$ cat src/rtl/core/slps_pkg.sv
`timescale 1ns / 1ps

package slps_pkg;

   localparam int VALUE_BITS       = 48;
   localparam int SEG_BITS         = 11;
   localparam int FUNC_BITS        = 2;
   localparam int STATUS_BITS      = 2;
   localparam int DEPTH_DEFAULT    = 1024;
   localparam int SUM_BITS_DEFAULT = 48;

   // func code 3 is unused and handled by the default arm
   typedef enum logic [FUNC_BITS-1:0] {
      FUNC_APPEND = 2'd0,
      FUNC_QUERY  = 2'd1,
      FUNC_CLEAR  = 2'd2
   } func_type;

   typedef enum logic [STATUS_BITS-1:0] {
      STATUS_OK      = 2'd0,
      STATUS_RANGE   = 2'd1,
      STATUS_REFUSED = 2'd2
   } status_type;

   typedef enum logic {
      ALU_ADD = 1'b0,
      ALU_SUB = 1'b1
   } alu_op_type;

endpackage

$ cat src/rtl/core/slps_alu.sv
`timescale 1ns / 1ps

module slps_alu #(
   parameter int WIDTH = slps_pkg::VALUE_BITS
) (
   input  slps_pkg::alu_op_type op,
   input  logic [WIDTH-1:0]     a,
   input  logic [WIDTH-1:0]     b,
   output logic [WIDTH:0]       res
);
   import slps_pkg::*;

   // top bit is carry for add, borrow for subtract
   always_comb begin
      unique case (op)
         ALU_ADD: res = {1'b0, a} + {1'b0, b};
         ALU_SUB: res = {1'b0, a} - {1'b0, b};
      endcase
   end

endmodule

$ cat config.mk
export PLATFORM = sky130hd
export DESIGN_NAME = slps_alu
export DESIGN_NICKNAME = d
export VERILOG_FILES = /design/src/rtl/core/slps_pkg.sv /design/src/rtl/core/slps_alu.sv
export SDC_FILE = /design/constraint.sdc
export NUM_CORES = 1
export LEC_CHECK = 0
export ABC_AREA = 1
export BUFFER_PORTS_ARGS = -buffer_cell sky130_fd_sc_hd__buf_2
export CORE_MARGIN = 2
export CORE_UTILIZATION = 53
export DETAILED_ROUTE_END_ITERATION = 10
export PLACE_DENSITY = 0.91
export SLEW_MARGIN = 10
export SYNTH_ARGS = -nofsm -noshare
export SYNTH_HDL_FRONTEND = slang
export SYNTH_SLANG_ARGS = --single-unit
$ cat constraint.sdc
create_clock -name vclk -period 2.4
set_input_delay 0.12 -clock vclk [all_inputs]
set_output_delay 0.12 -clock vclk [all_outputs]
set_load 0.1 [all_outputs]
==> results of run 1 <==
## through the flow
step	TNS (ns)	utilization, %	cells	hold slack (ns)
after global placement	-19.52	91.9	1806	0.795
after detailed placement	-29.86	91.9	1806	0.807
after floorplan	-5.10	-	1320	0.611
## cell families after synthesis
| group | after synthesis | share of synthesized area (%) |
|---|---|---|
| AOI/OAI and AO/OA | 59 | 5.33 |
| xor gates and xnor gates | 59 | 8.18 |
| adders and majority gates | 50 | 10.0 |
| buffers and inverters | 302 | 18.1 |
| and+or+nand+nor | 850 | 58.4 |
==> summary.txt, run 1 <==
CTS
  – Setup bufs post-CTS: 41
  – Hold buffer count at cts: 0
  – Post-cts resize count: 462

Floorplan
  – Initial core utilization: 54.9%
  – I/O pin total: 146
  – # rows: 39
  – Die Width: 113 um
  – Die Ht: 113 um

Place
  – I/O Buffers: 146
  – GP Congestion: 1.14
  – Hpwl dp: 28,700 um
  – Dpl ws: -0.910 ns
  – Area after DPL: 10,600 um2

Synth
  – Top cells by count, synth: 540 x nand2_1, 275 x inv_1, 129 x nor2_1
  – Count of different cell masters after synthesis: 31
  – Yosys top cell area share: 32.1%
  – Warnings from Yosys: 0
  – Seq/Total Area, Yosys: 0%
  – Most frequent cell after synthesis: nand2_1
  – Synth area leader: nand2_1
  – Top cells by area, synth: nand2_1 32%, inv_1 16%, ha_1 9.7%, nor2_1 7.7%, xor2_1 7.5%
  – Cells after synthesis: 1,320
  – Syn avg cell area: 4.79 um2
  – Post-Synthesis Cell Area: 6320 um2
  – Syn Nets: 1,467

Run status
  – Last stage: 4_1_cts
  – Stop Error: [ERROR DPL-0038] Utilization greater than 100%, impossible to legalize
  – Status: did not finish
==> run 2, diff against run 1 <==
- CORE_UTILIZATION: 53 -> 40
- PLACE_DENSITY: 0.91 -> not set
- PLACE_DENSITY_LB_ADDON: not set -> 0.15
- clock period: 2.4 -> 3.1 ns (I/O delays scaled with it)
==> summary.txt, run 2 <==
Floorplan
  – # rows: 45 (was 39)
  – Core area: 15,300 um2
  – I/O pin total: 146 (unchanged)
  – Die Ht: 130 um (was 113 um)
  – Die area: 16,800 um2
  – Initial core utilization: 41.3% (was 54.9%)
  – Die Width: 130 um (was 113 um)

Route
  – Routed Antenna Nets: 0
  – DRT iter0 DRCs: 442
  – Wire per inst: 14.7 um
  – Drt drc: 0
  – Router iterations before antenna repair: 5
  – DR vias/cell: 4.78
  – Total wire length: 27,200 um
  – Via count: 8,801

Job
  – Max-cap violation count: 0

Power and ir drop
  – Peak supply drop: 0.000430 V
  – Switching Fraction: 64.5%
  – Gate power share: 100.0%
  – Leakage power total: 5.84 nW
  – Sequential share of power: 0%
  – Internal Power: 0.00155 W
  – PwrDens: 401 nW/um2
  – Clock share of power: 0%
  – Switch Pwr: 0.00282 W

Final layout
  – Reg area: 0 um2
  – Sequential cells: 0
  – # fillers: 1,367
  – Layout clock buffers: 0
  – Most common cell after layout, fill and taps aside: nand2_1
  – Layout area overhead: 72.7%
  – Diodes inserted: 0
  – Non-filler cells, final: 1,842
  – Nets: 1,780
  – Most frequent cells in the layout: 464 x nand2_1, 253 x inv_1, 162 x buf_4, 100 x buf_2, 83 x nand2_2
  – Layout cell share with drive strength beyond 1: 43.0%

Place
  – GP Congestion: 1.01 (was 1.14)
  – I/O Buffers: 146 (unchanged)
  – Inst Count DP: 1,814 (was 1,806)
  – Dpl ws: -0.136 ns (was -0.910 ns)
  – Hpwl dp: 22,900 um (was 28,700 um)

Global routing
  – Pin count of the biggest net entering global routing: 25
  – GRT Resource Usage Total: 29.7%
  – Number of global-route vias before repair: 7,973
  – Antenna violations before repair: 0
  – GRT Residual Overflow: 0
  – First-pass GRT wire length: 39,100 um

Min path
  – Hold Crit Start: b[0]
  – Hold crit path type: input port to primary output
  – Hold Path End: res[0]
  – Hold depth: 4

Synth
  – Post-Synthesis Cell Area: 6320 um2 (unchanged)
  – Seq/Total Area, Yosys: 0% (unchanged)
  – Yosys top cell area share: 32.1% (unchanged)
  – Syn avg cell area: 4.79 um2 (unchanged)
  – Count of different cell masters after synthesis: 31 (unchanged)
  – Warnings from Yosys: 0 (unchanged)
  – Synth area leader: nand2_1 (unchanged)
  – Syn Nets: 1,467 (unchanged)
  – Top cells by area, synth: nand2_1 32%, inv_1 16%, ha_1 9.7%, nor2_1 7.7%, xor2_1 7.5% (unchanged)
  – Cells after synthesis: 1,320 (unchanged)
  – Top cells by count, synth: 540 x nand2_1, 275 x inv_1, 129 x nor2_1 (unchanged)
  – Most frequent cell after synthesis: nand2_1 (unchanged)

STA
  – Pins over their slew limit: 0
  – Crit path time final: 3.03 ns
  – Slew headroom: 67.7%
  – Final setup vio count: 0
  – Fmax: 330 MHz
  – RSZ-0062 raised after global routing: true
  – Final Hold Fails: 0
  – Final worst-path setup slack: 0.0670 ns
  – Period utilization: 97.8%
  – Hold slack: 0.832 ns
  – Worst-margin pin slew: 0.488 ns

Run status
  – Status: complete, no violations (was did not finish)

Setup path
  – Worst Path Class, Setup: input port to primary output
  – Crit-path max FO: 4
  – Crit path arrival time: 2.88 ns
  – CP Data Required Time: 2.94 ns
  – CP Capture Type: primary output
  – CP Launch Type: input port

CTS
  – Hold buffer count at cts: 0 (unchanged)
run 2: cells by family after synthesis:
group | count (synthesis) | synth area share [%]
AOI/OAI and AO/OA | 59 | 5.33
xor gates and xnor gates | 59 | 8.18
adders and majority gates | 50 | 10.0
buffers and inverters | 302 | 18.1
and+or+nand+nor | 850 | 58.4
run 2: worst max path at each step:
stage               start      end  slack, ns  cells past startpoint
global placement    b[12]  res[27]      -0.16                     21
global route        b[22]  res[40]      -0.13                     23
finish              b[10]  res[40]       0.07                     20
CTS                  b[0]  res[27]      -0.03                     21
floorplan            b[1]  res[19]      -0.50                     18
detailed placement  b[12]  res[27]      -0.14                     21
run 2: timing repair:
action                     4_1_cts  5_1_grt
pin swaps                       21      122
setup endpoints to repair       28       38
setup buffers                    5       24
gates resized for setup         57      312
run 2: worst max-delay path: stages:
cell	delay [ns]
buf_2	0.14
nor2_1	0.17
nand2_2	0.08
nor2_2	0.14
nand3_2	0.14
o21ai_1	0.20
xor2_1	0.21
inv_1	0.12
ha_4	0.31
nand2_2	0.10
nor2_4	0.16
inv_2	0.08
nor2_4	0.13
inv_2	0.05
nor3_2	0.10
nand2_1	0.12
nand2_1	0.09
nand2_1	0.06
nand2_2	0.11
buf_12	0.18
run 2: power groups by stage:
| stage | logic (W) | registers, W | clock network (W) |
|---|---|---|---|
| after detailed placement | 0.00396 | 0 | 0 |
| after floorplan | 0.00249 | 0 | 0 |
| after global routing | 0.00460 | 0 | 0 |
| final | 0.00437 | 0 | 0 |
| after CTS | 0.00403 | 0 | 0 |
| after global placement | 0.00395 | 0 | 0 |
run 2: area by class of cell:
cell class                      count  area, um2  area share, %
Multi-Input combinational cell   1018       6770           62.0
Tap cell                          211        264           2.42
Timing Repair Buffer              317       2760           25.3
Inverter                          296       1130           10.3
run 2: per-stage QoR:
stage               area, um2  power (W)  utilization [%]  setup TNS, ns
floorplan                6500    0.00249                -          -2.16
global placement         9250    0.00395             60.4          -1.34
detailed placement       9250    0.00396             60.4          -1.74
CTS                      9520    0.00403             62.2        -0.0400
global route            10900    0.00460             71.3          -1.09
finish                  10900    0.00437             71.3              0
run 2: routing by layer:
layer	routed length [um]	vias up	GRT usage, %
li1	-	4531	-
met1	11800	3936	40.4
met2	12900	272	50.8
met3	1260	62	0.533
met4	1140	0	10.8
met5	0	-	0
(Power assumes the default switching activity.)
==> run 3, diff against run 2 <==
- ABC_AREA: 1 -> not set
==> summary.txt, run 3 <==
Synth
  – Warnings from Yosys: 0 (unchanged)
  – Syn Nets: 761 (was 1,467)
  – Synth area leader: ha_1 (was nand2_1)
  – Seq/Total Area, Yosys: 0% (unchanged)
  – Count of different cell masters after synthesis: 66 (was 31)
  – Cells after synthesis: 614 (was 1,320)
  – Top cells by area, synth: ha_1 15%, xnor2_1 15%, a21oi_1 10%, nor2_1 6.4%, nand2_1 4.3% (was nand2_1 32%, inv_1 16%, ha_1 9.7%, nor2_1 7.7%, xor2_1 7.5%)
  – Syn avg cell area: 6.59 um2 (was 4.79 um2)
  – Post-Synthesis Cell Area: 4050 um2 (was 6320 um2)
  – Most frequent cell after synthesis: a21oi_1 (was nand2_1)
  – Top cells by count, synth: 82 x a21oi_1, 69 x nor2_1, 69 x xnor2_1 (was 540 x nand2_1, 275 x inv_1, 129 x nor2_1)
  – Yosys top cell area share: 15.2% (was 32.1%)

Run status
  – Last stage: 5_1_grt
  – Stop Error: [ERROR GRT-0232] Routing congestion too high. Check the congestion heatmap in the GUI.
  – Status: did not finish (was complete, no violations)

Global routing
  – Pin count of the biggest net entering global routing: 30
  – GRT Residual Overflow: 3
  – GRT Resource Usage Total: 65.5%

STA
  – Worst EP kind: output port
  – Worst Endpoint after GRT Repair: res[44]

Floorplan
  – Die Width: 105 um (was 130 um)
  – I/O pin total: 146 (unchanged)
  – # rows: 36 (was 45)
  – Die Ht: 105 um (was 130 um)
  – Initial core utilization: 41.4% (was 41.3%)

Place
  – I/O Buffers: 146 (unchanged)
  – Hpwl dp: 16,500 um (was 22,900 um)
  – GP Congestion: 1.03 (was 1.01)

CTS
  – Hold buffer count at cts: 0 (unchanged)
[run 3: cell types whose count changed after synthesis, moves of 21 or more]
cell     change
nand2_1    -494
inv_1      -253
xnor2_1     +64
nor2_1      -60
a21oi_1     +56
nand3_1     -54
nor2_2      -36
xor2_1      -36
nand2_2     -24
nor3_1      +22
a21o_1      +21
[run 3: per-stage QoR]
stage / cells / instance area, um2 / hold slack [ns] / setup WS [ns] / utilization, %
4_1_cts: 1131 / 8760 / 0.893 / -1.19 / 89.6
3_5_place_dp: 1106 / 8110 / 0.890 / -1.44 / 82.9
3_3_place_gp: 1106 / 8110 / 0.879 / -1.36 / 82.9
2_1_floorplan: 614 / 4950 / 0.758 / -1.40 / -
[run 3: repair_timing]
item                                    CTS
endpoints found under the setup margin   38
gates resized for setup                  97
cloned                                    0
setup buffers                            25
pin swaps                                63
[run 3: cell families after synthesis]
group | count (synthesis) | synth area share, %
and+or+nand+nor | 220 | 27.8
adders and majority gates | 50 | 15.7
buffers and inverters | 50 | 4.73
xor gates and xnor gates | 87 | 18.8
AOI/OAI and AO/OA | 205 | 32.5
muxes | 2 | 0.495
[run 3: per-layer routing]
metal	global-route usage, %	GRT overflow
met1	61.8	0
met4	72.3	2
met2	91.2	1
met5	5.71	0
met3	40.6	0
